--- src/hw/rtl/dlrs_pkg.sv ---
// Package for the decimal LSD radix sorter: sizes, a digit helper and
// the controller/datapath command enum and struct. No dependencies.
package dlrs_pkg;

  localparam int MaxKeys   = 64;
  localparam int KeyBits   = 32;
  localparam int AddrW     = $clog2(MaxKeys);
  localparam int CountW    = $clog2(MaxKeys + 1);
  localparam int Radix     = 10;
  localparam int MaxDigits = 10;
  localparam int DigitW    = 4;

  typedef logic [AddrW-1:0]  addr_t;
  typedef logic [CountW-1:0] count_t;
  typedef logic [DigitW-1:0] digit_t;

  // Quotient of a key by ten, by reciprocal multiply
  // with one correction step.
  function automatic logic [31:0] div10(input logic [31:0] v);
    logic [65:0] p;
    logic [31:0] q;
    logic [35:0] r;
    begin
      p = {34'd0, v} * 66'h0CCCCCCCD;
      q = {1'b0, p[65:35]};
      r = {4'd0, v} - ({4'd0, q} * 36'd10);
      if (r >= 36'd10) q = q + 32'd1;
      div10 = q;
    end
  endfunction

  typedef enum logic [2:0] {
    DpNone  = 3'd0,
    DpStore = 3'd1,
    DpRead  = 3'd2
  } dp_op_e;

  typedef struct packed {
    dp_op_e    op;
    logic      sel_scatter;
    addr_t     addr;
  } dp_cmd_t;

endpackage

--- src/hw/rtl/dlrs_ctrl.sv ---
// Controller: sequences collect, digit count, passes and emission.
// Uses dlrs_pkg.
module dlrs_ctrl import dlrs_pkg::*; (
  input  logic        clk_i,
  input  logic        rst_ni,
  input  logic        in_valid_i,
  input  logic        in_last_i,
  output logic        in_ready_o,
  output logic        out_valid_o,
  output logic        out_last_o,
  input  logic        out_ready_i,
  output logic        out_sel_o,
  output logic        k_we_o,
  output addr_t       k_addr_o,
  output logic        k_src_o,
  output logic        s_we_o,
  output addr_t       s_addr_o,
  output logic        bk_clr_o,
  output logic        bk_inc_o,
  output logic        bk_dec_o,
  output logic        bk_pfx_o,
  output digit_t      bk_idx_o,
  input  count_t      bk_val_i,
  output logic        dg_start_o,
  output digit_t      dg_pos_o,
  input  logic        dg_done_i,
  input  digit_t      dg_digit_i,
  input  digit_t      dg_ndig_i
);
  typedef enum logic [9:0] {
    SCollect = 10'b0000000001,
    SMaxRd   = 10'b0000000010,
    SMaxDg   = 10'b0000000100,
    SCntRd   = 10'b0000001000,
    SCntDg   = 10'b0000010000,
    SPfx     = 10'b0000100000,
    SScRd    = 10'b0001000000,
    SScDg    = 10'b0010000000,
    SCopy    = 10'b0100000000,
    SEmit    = 10'b1000000000
  } state_e;

  state_e state_q, state_d;
  count_t fill_q, fill_d, i_q, i_d;
  digit_t most_q, most_d, pos_q, pos_d, dig_q, dig_d;
  logic   start_q, start_d, ov_q, ov_d, cp_q, cp_d, ld_q, ld_d;

  assign in_ready_o  = (state_q == SCollect);
  assign dg_start_o  = start_q;
  assign dg_pos_o    = pos_q;
  assign out_valid_o = ov_q;
  assign out_last_o  = ov_q && (i_q == fill_q);
  // High in the first cycle of a beat, while the key RAM read data is it.
  assign out_sel_o   = ld_q;

  always_comb begin
    state_d = state_q; fill_d = fill_q; i_d = i_q; most_d = most_q;
    pos_d = pos_q; dig_d = dig_q; start_d = 1'b0; ov_d = ov_q; cp_d = 1'b0;
    ld_d = 1'b0;
    k_we_o = 1'b0; k_addr_o = i_q[AddrW-1:0]; k_src_o = 1'b0;
    s_we_o = 1'b0; s_addr_o = i_q[AddrW-1:0];
    bk_clr_o = 1'b0; bk_inc_o = 1'b0; bk_dec_o = 1'b0; bk_pfx_o = 1'b0;
    bk_idx_o = dg_digit_i;
    case (state_q)
      SCollect: begin
        k_addr_o = fill_q[AddrW-1:0];
        if (in_valid_i) begin
          if (fill_q < count_t'(MaxKeys)) begin
            k_we_o = 1'b1;
            fill_d = fill_q + count_t'(1);
          end
          if (in_last_i) begin
            i_d = '0; most_d = '0; state_d = SMaxRd;
          end
        end
      end
      SMaxRd: begin
        if (i_q == fill_q) begin
          pos_d = '0; i_d = '0; bk_clr_o = 1'b1;
          state_d = (most_q == '0) ? SEmit : SCntRd;
        end else begin
          start_d = 1'b1; state_d = SMaxDg;
        end
      end
      SMaxDg: begin
        if (start_q) begin
        end else if (dg_done_i) begin
          if (dg_ndig_i > most_q) most_d = dg_ndig_i;
          i_d = i_q + count_t'(1); state_d = SMaxRd;
        end
      end
      SCntRd: begin
        if (i_q == fill_q) begin
          dig_d = digit_t'(1); state_d = SPfx;
        end else begin
          start_d = 1'b1; state_d = SCntDg;
        end
      end
      SCntDg: begin
        if (!start_q && dg_done_i) begin
          bk_inc_o = 1'b1;
          i_d = i_q + count_t'(1); state_d = SCntRd;
        end
      end
      SPfx: begin
        bk_pfx_o = 1'b1; bk_idx_o = dig_q;
        if (dig_q == digit_t'(Radix - 1)) state_d = SScRd;
        dig_d = dig_q + digit_t'(1);
        i_d = fill_q;
      end
      SScRd: begin
        if (i_q == '0) begin
          state_d = SCopy;
        end else begin
          k_addr_o = AddrW'(i_q - count_t'(1));
          start_d = 1'b1; state_d = SScDg;
        end
      end
      SScDg: begin
        k_addr_o = AddrW'(i_q - count_t'(1));
        if (!start_q && dg_done_i) begin
          bk_dec_o = 1'b1;
          s_we_o = 1'b1; s_addr_o = bk_val_i[AddrW-1:0];
          i_d = i_q - count_t'(1); state_d = SScRd;
        end
      end
      SCopy: begin
        // Read scatter[i], write key[i] in the following cycle.
        s_addr_o = i_q[AddrW-1:0];
        cp_d = (i_q < fill_q);
        if (cp_q) begin
          k_we_o = 1'b1; k_src_o = 1'b1;
          k_addr_o = AddrW'(i_q - count_t'(1));
        end
        if (i_q < fill_q) i_d = i_q + count_t'(1);
        else if (!cp_q) begin
          i_d = '0; bk_clr_o = 1'b1; pos_d = pos_q + digit_t'(1);
          state_d = (pos_q + digit_t'(1) == most_q) ? SEmit : SCntRd;
        end
      end
      SEmit: begin
        // i_q holds the number of beats already loaded into the output.
        if (!ov_q || out_ready_i) begin
          if (i_q == fill_q) begin
            ov_d = 1'b0;
            if (!ov_q || out_ready_i) begin
              fill_d = '0; i_d = '0; state_d = SCollect;
            end
          end else begin
            ov_d = 1'b1; ld_d = 1'b1; i_d = i_q + count_t'(1);
          end
        end
      end
      default: state_d = SCollect;
    endcase
  end

  always_ff @(posedge clk_i or negedge rst_ni) begin
    if (!rst_ni) begin
      state_q <= SCollect; fill_q <= '0; i_q <= '0; most_q <= '0;
      pos_q <= '0; dig_q <= '0; start_q <= 1'b0; ov_q <= 1'b0; cp_q <= 1'b0;
      ld_q <= 1'b0;
    end else begin
      state_q <= state_d; fill_q <= fill_d; i_q <= i_d; most_q <= most_d;
      pos_q <= pos_d; dig_q <= dig_d; start_q <= start_d; ov_q <= ov_d;
      cp_q <= cp_d; ld_q <= ld_d;
    end
  end
endmodule

--- config.mk ---
export PLATFORM = sky130hd
export DESIGN_NAME = dlrs_ctrl
export DESIGN_NICKNAME = d
export VERILOG_FILES = /design/src/hw/rtl/dlrs_pkg.sv /design/src/hw/rtl/dlrs_ctrl.sv
export SDC_FILE = /design/constraint.sdc
export NUM_CORES = 1
export LEC_CHECK = 0
export BUFFER_PORTS_ARGS = -buffer_cell sky130_fd_sc_hd__buf_2
export CAP_MARGIN = 30
export CORE_MARGIN = 5
export CORE_UTILIZATION = 45
export DETAILED_ROUTE_END_ITERATION = 8
export PLACE_DENSITY = 0.64
export SKIP_LAST_GASP = 1
export SYNTH_ARGS = -nofsm -noshare
export SYNTH_HDL_FRONTEND = slang
export SYNTH_SLANG_ARGS = --single-unit
--- constraint.sdc ---
create_clock -name clk_i -period 5.53 [get_ports clk_i]
set_input_delay 0.553 -clock clk_i [delete_from_list [all_inputs] [get_ports clk_i]]
set_output_delay 0.553 -clock clk_i [all_outputs]
set_load 0.02 [all_outputs]
Yosys cells after proc, flatten, opt, wreduce, memory -nomap -nowiden

Cells that the tools add are included.

Flip-flop bits (word level): 40
Bits of input ports: 21
Output and inout port bits: 32
Logic and storage cells: 137

Add/sub/neg operators: 5
Magnitude comparators: 3
Equality and inequality tests: 29
Muxes and demuxes: 70
Reductions and logical operators: 20

Operators with widths:

| operator             | count |
|---|---|
| $mux 10              | 14 |
| $pmux 10 s10         | 1 |
| $mux 7               | 14 |
| $pmux 7 s8           | 1 |
| $mux 4               | 10 |
| $mux 6               | 5 |
| $ne 2x2->1 const B   | 14 |
| $pmux 4 s2           | 3 |
| $pmux 6 s4           | 1 |
| $mux 1               | 16 |
| $add 7x1->7 const B  | 2 |
| $pmux 7 s2           | 1 |
| $reduce_and 11->1    | 1 |
| $eq 10x1->1 const B  | 1 |
| $eq 10x10->1 const B | 1 |
| $eq 10x2->1 const B  | 1 |
| $eq 10x3->1 const B  | 1 |
| $eq 10x4->1 const B  | 1 |
| $eq 10x5->1 const B  | 1 |
| $eq 10x6->1 const B  | 1 |
| $eq 10x7->1 const B  | 1 |
| $eq 10x8->1 const B  | 1 |
| $eq 10x9->1 const B  | 1 |
| $reduce_and 10->1    | 1 |
| other kinds (24)     | 33 |

Depth between registers and ports, before layout

Gate-level depths: netlist of run 1.

Depth after elaboration: 6
Gate-level depth with buffers: 10
Depth with buffers taken out: 8

Worst setup path after synthesis of run 1

No wires, ideal clock.

Path kind: register to output
Start point: register state_q[1]
End point: output port s_addr_o[0]
Data arrival time: 2.009 ns
Required time: 4.977 ns
Slack: 2.968 ns
Stages on the path, launching flop included: 7
Path buffers: 1
Path through: dfrtp_1 -> nor4_4 -> and4_1 -> nand2_1 -> inv_1 -> clkbuf_1 -> o21ai_0

Longest elaborated chain between the ends: 2

RTL lines:

| item                   | RTL line         | text |
|---|---|---|
| start, declared        | dlrs_ctrl.sv:43  | `state_e state_q, state_d;` |
| start signal, assigned | dlrs_ctrl.sv:164 | `state_q <= state_d; fill_q <= fill_d; i_q <= i_d; most_q <= most_d;` |
| $eq 10x8->1            | dlrs_ctrl.sv:64  | `case (state_q)` |
| $mux 6                 | dlrs_ctrl.sv:64  |  |
| end, declared          | dlrs_ctrl.sv:17  | `output addr_t s_addr_o,` |

Every way passes these cells.

Final worst setup path of run 1

Start point: register state_q[3]
End point: output port k_addr_o[1]

Longest elaborated chain between the ends: 2
Elaborated cells on any way between the ends: 5
Those cells by class: 4 x eq/ne; 1 x mux

RTL lines:

| item                                      | RTL line        | text |
|---|---|---|
| $eq 10x9->1, or another cell as far along | dlrs_ctrl.sv:64 |  |
| $pmux 6 s4 *                              | dlrs_ctrl.sv:64 |  |
| end, declared                             | dlrs_ctrl.sv:14 | `output addr_t k_addr_o,` |

Mark *: on every way between the ends. The rest lies on a longest branch, timed or not.

==> impl_metrics.py, run 1 <==
metrics = {
    "power_and_ir_drop": {
        "seqPwrFrac": 0.302,
        "pwr-share-clk": 0.187,
        "leakagePower_uw": 0.00172,
        "power_density_mw_per_mm2": 357,
        "comb_power_share": 0.511,
        "p_int_uw": 697,
        "p_sw_frac": 0.476,
        "finalPower_uw": 1330,
        "ir_worst_vdd_uv": 165,
        "p_switching_uw": 632,
    },
    "logic_synthesis": {
        "syn_nets": 439,
        "synth_area_mm2": 0.00327,
        "yosysTopAreaCell": "dfrtp_1",
        "synthFlopType": "dfrtp_1",
        "yosysWarnings": 0,
        "seq_area_frac_synth": 0.307,
        "async_flop_share": 1.00,
        "synth_top_area_frac": 0.299,
        "synth_enable_flop_cells": 0,
        "synth.area.top_cells": "dfrtp_1 (30%), ha_1 (6.9%), nand2_1 (5.7%), o21ai_0 (3.7%), nor2_1 (3.6%)",
        "synth.distinct_cells": 71,
        "postSynthCellCount": 400,
        "syn_avg_cell_area_um2": 8.17,
        "synth-seq-cells": 40,
    },
    "job": {
        "cap_violations": 0,
    },
    "timing": {
        "rsz0062_at_grt": "no",
        "max_freq_mhz": 304,
        "min_period_ns": 3.29,
        "relSlewSlack": 0.465,
        "clock_skew_ns": 0.00812,
        "hold_viol_final": 0,
        "setup_tns_ns": 0,
        "post-route-period-util": 0.595,
        "setup_viol": 0,
        "timing.final.max_slew_violations": 0,
        "worst_pin_slew_ns": 0.802,
    },
    "finish": {
        "nFillCells": 711,
        "multi_input_area_mm2": 0.00211,
        "finish.instance_area_mm2": 0.00372,
        "diodes": 0,
        "drive_above_1_share": 0.184,
        "regArea_mm2": 0.00100,
        "syn_to_final_growth_pct": 13.9,
        "finalNonFillerCells": 545,
        "nets": 484,
    },
    "route": {
        "drc_errors": 0,
        "viasPerCell": 6.06,
        "postRouteAntennaNets": 0,
        "wl_per_cell_um": 17.5,
        "firstDrtPassIters": 5,
        "drt_iter0_drc": 327,
        "routed_wl_um": 9550,
        "vias": 3303,
    },
    "critical_path": {
        "crit_path_end_kind": "primary output",
        "timing.rr.end": "i_q[6]",
        "r2r_cells": 8,
        "cp_data_required_time_ns": 4.98,
        "r2r_slack_ns": 2.93,
        "criticalPathCategory": "flop to primary output",
        "cp.arrival_ns": 2.74,
        "start_kind": "flop",
        "cp_max_fo": 12,
        "r2r-start": "fill_q[4]",
    },
    "place": {
        "hpwl_um": 7340,
        "place_inst": 537,
        "port_buffers": 51,
        "place_congestion": 0.958,
        "place_area_mm2": 0.00361,
    },
    "global_routing": {
        "grt_pass1_vias": 3049,
        "grt_first_pass_wirelength_um": 15800,
        "antenna_found_initial": 0,
        "grt_max_degree": 25,
        "overflow": 0,
        "grt_usage": 0.223,
    },
    "floorplan": {
        "top_level_ports": 53,
        "die_w_um": 95.2,
        "die_h_um": 95.2,
        "rows": 31,
        "start_util": 0.456,
        "core_area_mm2": 0.00718,
        "die_area_mm2": 0.00907,
    },
    "cts": {
        "numCtsBuffers": 5,
        "clock_latency_ns": 0.31,
        "cts_tree": "built",
        "cts_buffer_depth": 2,
        "cts_repair_resize_count": 0,
        "clock_sinks": 40,
        "cts_setup_buffers": 0,
        "htree_levels": 2,
        "postCtsHoldBufs": 0,
        "clk_pin_slew_ns": 0.09,
        "cts_root_buf": "clkbuf_8",
    },
    "worst_hold_path": {
        "hold_path.class": "input pin to async pin",
    },
    "run_status": {
        "status": "completed",
    },
}
## synth_stat cells, types with 2 or more instances
| cell | n |
|---|---|
| and2_1 | 2 |
| clkbuf_1 | 9 |
| nor2b_1 | 10 |
| inv_2 | 2 |
| xor2_1 | 5 |
| a31oi_1 | 4 |
| o31ai_1 | 2 |
| nor3_1 | 11 |
| a31o_2 | 2 |
| nand4_1 | 18 |
| a21oi_1 | 5 |
| buf_2 | 5 |
| o22ai_1 | 5 |
| and4_1 | 4 |
| mux2_1 | 2 |
| o21a_1 | 2 |
| a22o_1 | 5 |
| o21ai_1 | 15 |
| or3_1 | 4 |
| nor4_4 | 3 |
| o211ai_1 | 7 |
| o21ai_0 | 24 |
| inv_1 | 22 |
| dfrtp_1 | 39 |
| nand4_2 | 2 |
| nand3_1 | 18 |
| or2_1 | 3 |
| o221ai_1 | 3 |
| nand2_1 | 50 |
| xnor2_1 | 9 |
| ha_1 | 18 |
| nor4_1 | 4 |
| a221oi_1 | 7 |
| a211oi_1 | 4 |
| nor2_1 | 31 |
| and3_1 | 5 |
| a21o_1 | 3 |
| nand2b_1 | 3 |
## layer usage
metal / global-route usage / up-vias / part of all wire
li1: - / 1577 / -
met2: 0.368 / 123 / 0.49
met4: 0.0721 / 0 / 0.013
met5: 0 / - / 0
met3: 0.0260 / 11 / 0.055
met1: 0.305 / 1592 / 0.44
## registers in the layout, indices dropped and copies added, names as in the netlist
register and count:
state_q 10, fill_q 7, i_q 7, dg_pos_o 4
dig_q 4, most_q 4, cp_q 1, dg_start_o 1
out_sel_o 1, out_valid_o 1
## stage by stage
step | hold WS, ns | utilization | setup WS, ns
2_1_floorplan | 0.257 | - | 2.97
3_3_place_gp | 0.488 | 0.501 | 2.66
3_5_place_dp | 0.495 | 0.504 | 2.63
4_1_cts | 0.187 | 0.519 | 2.30
5_1_grt | 0.200 | 0.519 | 2.05
6_report | 0.176 | 0.519 | 2.24
## final cells by class
type,instances,area share
Clock inverter,3,0.0114
Clock buffer,5,0.0185
Tap cell,99,0.0333
Multi-Input combinational cell,320,0.566
Inverter,24,0.0242
Timing Repair Buffer,54,0.0779
Sequential cell,40,0.269
## worst max path at each step
stage / startpoint / end / slack (ns)
2_1_floorplan: state_q[1] / s_addr_o[0] / 2.97
3_3_place_gp: state_q[3] / k_addr_o[4] / 2.66
3_5_place_dp: state_q[3] / k_addr_o[4] / 2.63
4_1_cts: state_q[3] / k_addr_o[4] / 2.30
5_1_grt: state_q[3] / k_addr_o[4] / 2.05
6_report: state_q[3] / k_addr_o[1] / 2.24
## cell families after synthesis
logic type                 count (synthesis)  share of synthesized area
adders and majority gates                 18                     0.0689
AOI/OAI and AO/OA                        104                      0.220
and+or+nand+nor                          180                      0.304
buffers and inverters                     40                     0.0490
muxes                                      4                     0.0134
DFF                                       40                      0.307
xor gates and xnor gates                  14                     0.0375
## critical path, cell delays in order (launching register included)
cell	delay, ns
dfrtp_1	0.62
nor3_1	0.08
buf_4	0.19
and4_1	0.28
a221oi_1	0.71
o221ai_1	0.32
buf_2	0.23
## power by group through the flow
| stage | combinational (µW) | clock (µW) | sequential (µW) |
|---|---|---|---|
| global placement | 659 | 0 | 406 |
| detailed placement | 669 | 0 | 407 |
| global route | 746 | 266 | 411 |
| CTS | 671 | 253 | 401 |
| floorplan | 484 | 0 | 388 |
| finish | 678 | 249 | 402 |
## cell usage in the layout (no fill, tap or decap), types with 15 or more instances in the layout
| cell type | instances |
|---|---|
| nor2_1 | 31 |
| nand4_1 | 18 |
| o21ai_0 | 24 |
| ha_1 | 18 |
| inv_1 | 22 |
| nand3_1 | 18 |
| nand2_1 | 50 |
| buf_2 | 51 |
| o21ai_1 | 15 |
| dfrtp_1 | 39 |
No activity file was read; power rests on OpenSTA's default activity.
==> run 2, diff against run 1 <==
--- a/config.mk
+++ b/config.mk
@@ -10,7 +10,7 @@
 export CORE_MARGIN = 5
 export CORE_UTILIZATION = 45
 export DETAILED_ROUTE_END_ITERATION = 8
-export PLACE_DENSITY = 0.64
+export PLACE_DENSITY = 0.66
 export SKIP_LAST_GASP = 1
 export SYNTH_ARGS = -nofsm -noshare
 export SYNTH_HDL_FRONTEND = slang
==> constraint.sdc (replaced) <==
create_clock -name clk_i -period 2.7 [get_ports clk_i]
set_input_delay 0.27 -clock clk_i [delete_from_list [all_inputs] [get_ports clk_i]]
set_output_delay 0.27 -clock clk_i [all_outputs]
set_load 0.02 [all_outputs]
==> run 2 against run 1 <==
  * Sequential share of layout area is 1.1 points lower
  * First-iteration DRC count is 35% lower
  * Via count is 1.9% higher
  * Cell count is 4.2% higher
  * Wire length is 0.45% higher
  * Worst hold slack worse by 0.10 ns
  * Sequential cell count stayed put
  * Non-clock buffer count is 23 higher
  * Combinational power is 130% higher
  * Clock-buffer cell count is 1 higher
  * Critical path type unchanged
  * Largest cell class unchanged
==> impl_metrics.py, run 2 (same netlist as run 1, synthesis figures left out) <==
metrics = {
    "run_status": {
        "status": "completed",
    },
    "critical_path": {
        "r2r_cells": 8,
        "criticalPathCategory": "flop to primary output",
        "cp_data_required_time_ns": 2.43,
        "cp.arrival_ns": 2.30,
        "cp_max_fo": 7,
        "start_kind": "flop",
        "crit_path_end_kind": "primary output",
    },
    "cts": {
        "clk_pin_slew_ns": 0.09,
        "cts_tree": "built",
        "cts_buffer_depth": 2,
        "clock_sinks": 40,
        "htree_levels": 2,
        "numCtsBuffers": 5,
        "cts_root_buf": "clkbuf_8",
        "postCtsHoldBufs": 0,
        "clock_latency_ns": 0.30,
    },
    "floorplan": {
        "start_util": 0.456,
        "die_w_um": 95.2,
        "die_area_mm2": 0.00907,
        "rows": 31,
        "top_level_ports": 53,
        "die_h_um": 95.2,
        "core_area_mm2": 0.00718,
    },
    "finish": {
        "top_regs": "state_q (10), fill_q (7), i_q (7)",
        "nets": 507,
        "drive_above_1_share": 0.241,
        "finish.instance_area_mm2": 0.00389,
        "final_common_cell": "buf_2",
        "nFillCells": 686,
        "syn_to_final_growth_pct": 19.1,
        "diodes": 0,
        "regMostFlops": "state_q",
        "largest_reg_flops": 10,
        "final_cell_mix": "buf_2 (51), nand2_1 (50), dfrtp_1 (38)",
    },
    "route": {
        "drt_iter0_drc": 212,
        "postRouteAntennaNets": 0,
        "routed_wl_um": 9590,
        "firstDrtPassIters": 5,
        "viasPerCell": 5.93,
        "wl_per_cell_um": 16.9,
        "drc_errors": 0,
        "vias": 3367,
    },
    "global_routing": {
        "grt_first_pass_wirelength_um": 15600,
        "grt_usage": 0.219,
        "grt_pass1_vias": 3170,
        "overflow": 0,
        "antenna_found_initial": 0,
        "grt_max_degree": 41,
    },
    "place": {
        "place_congestion": 0.944,
        "hpwl_um": 7500,
        "place_area_mm2": 0.00374,
        "port_buffers": 51,
    },
    "timing": {
        "post-route-period-util": 0.953,
        "timing.final.max_slew_violations": 0,
        "max_freq_mhz": 389,
        "clock_skew_ns": 0.00949,
        "setup_viol": 0,
        "min_period_ns": 2.57,
        "setup_tns_ns": 0,
        "relSlewSlack": 0.412,
        "worst_pin_slew_ns": 0.882,
        "hold_viol_final": 0,
    },
    "power_and_ir_drop": {
        "ir_worst_vdd_uv": 345,
        "leakagePower_uw": 0.00183,
        "power_density_mw_per_mm2": 710,
    },
    "job": {
        "cap_violations": 0,
    },
    "worst_hold_path": {
        "hold_path.class": "input pin to async pin",
    },
}
run 2: routing by layer:
layer	vias up	share of wire	GRT usage
met5	-	0	0
met4	0	0.027	0.0889
met3	24	0.065	0.0347
met2	127	0.48	0.358
met1	1591	0.43	0.287
li1	1625	-	-
run 2: layout make-up:
type | count | area [µm²] | area share
flip-flops and latches | 40 | 1000 | 0.258
clock buffers | 6 | 82.6 | 0.0212
well taps | 99 | 124 | 0.0318
inverters | 24 | 90.1 | 0.0231
multi-input cells | 320 | 2130 | 0.547
repair buffers | 77 | 450 | 0.116
clock inverters | 2 | 15.0 | 0.00385
run 2: worst max-delay path: stages (launching register included):
cell	delay, ns
dfrtp_1	0.46
buf_4	0.19
or3_1	0.51
nor4_2	0.39
buf_4	0.18
and2_1	0.12
buf_2	0.16
run 2: per-stage QoR:
stage          worst slack, ns  total power (µW)   util  hold WS (ns)  cells
4_1_cts                 0.0628              2720  0.536         0.134    564
5_1_grt                -0.0168              2970  0.543         0.181    568
6_report                 0.127              2770  0.543        0.0726    568
3_5_place_dp             0.251              2270  0.522         0.459    556
2_1_floorplan            0.421              1780      -       -0.0256    400
3_3_place_gp             0.315              2250  0.522         0.454    556
run 2: power by group:
part / switching, µW / total, µW / internal [µW]
Combinational: 983 / 1540 / 559
Clock: 230 / 437 / 207
Sequential: 101 / 786 / 685
run 2: repair_timing:
action                                 in CTS  in global routing
buffers inserted                            0                  4
gates resized for setup                     1                  8
pin swaps                                   0                  2
setup endpoints to repair                   2                  9
endpoints found under the hold margin       0                  0
run 2: path summary, 6_finish.rpt:
kind	from	end	slack, ns
worst max register to register	fill_q[4]	i_q[4]	0.19
max in group asynchronous	rst_ni	i_q[2]	1.99
worst max-delay path	state_q[7]	bk_inc_o	0.13
min in group clk_i	dg_ndig_i[0]	most_q[0]	0.22
worst min-delay path	rst_ni	fill_q[4]	0.07
worst min register to register	dig_q[3]	dig_q[3]	0.52
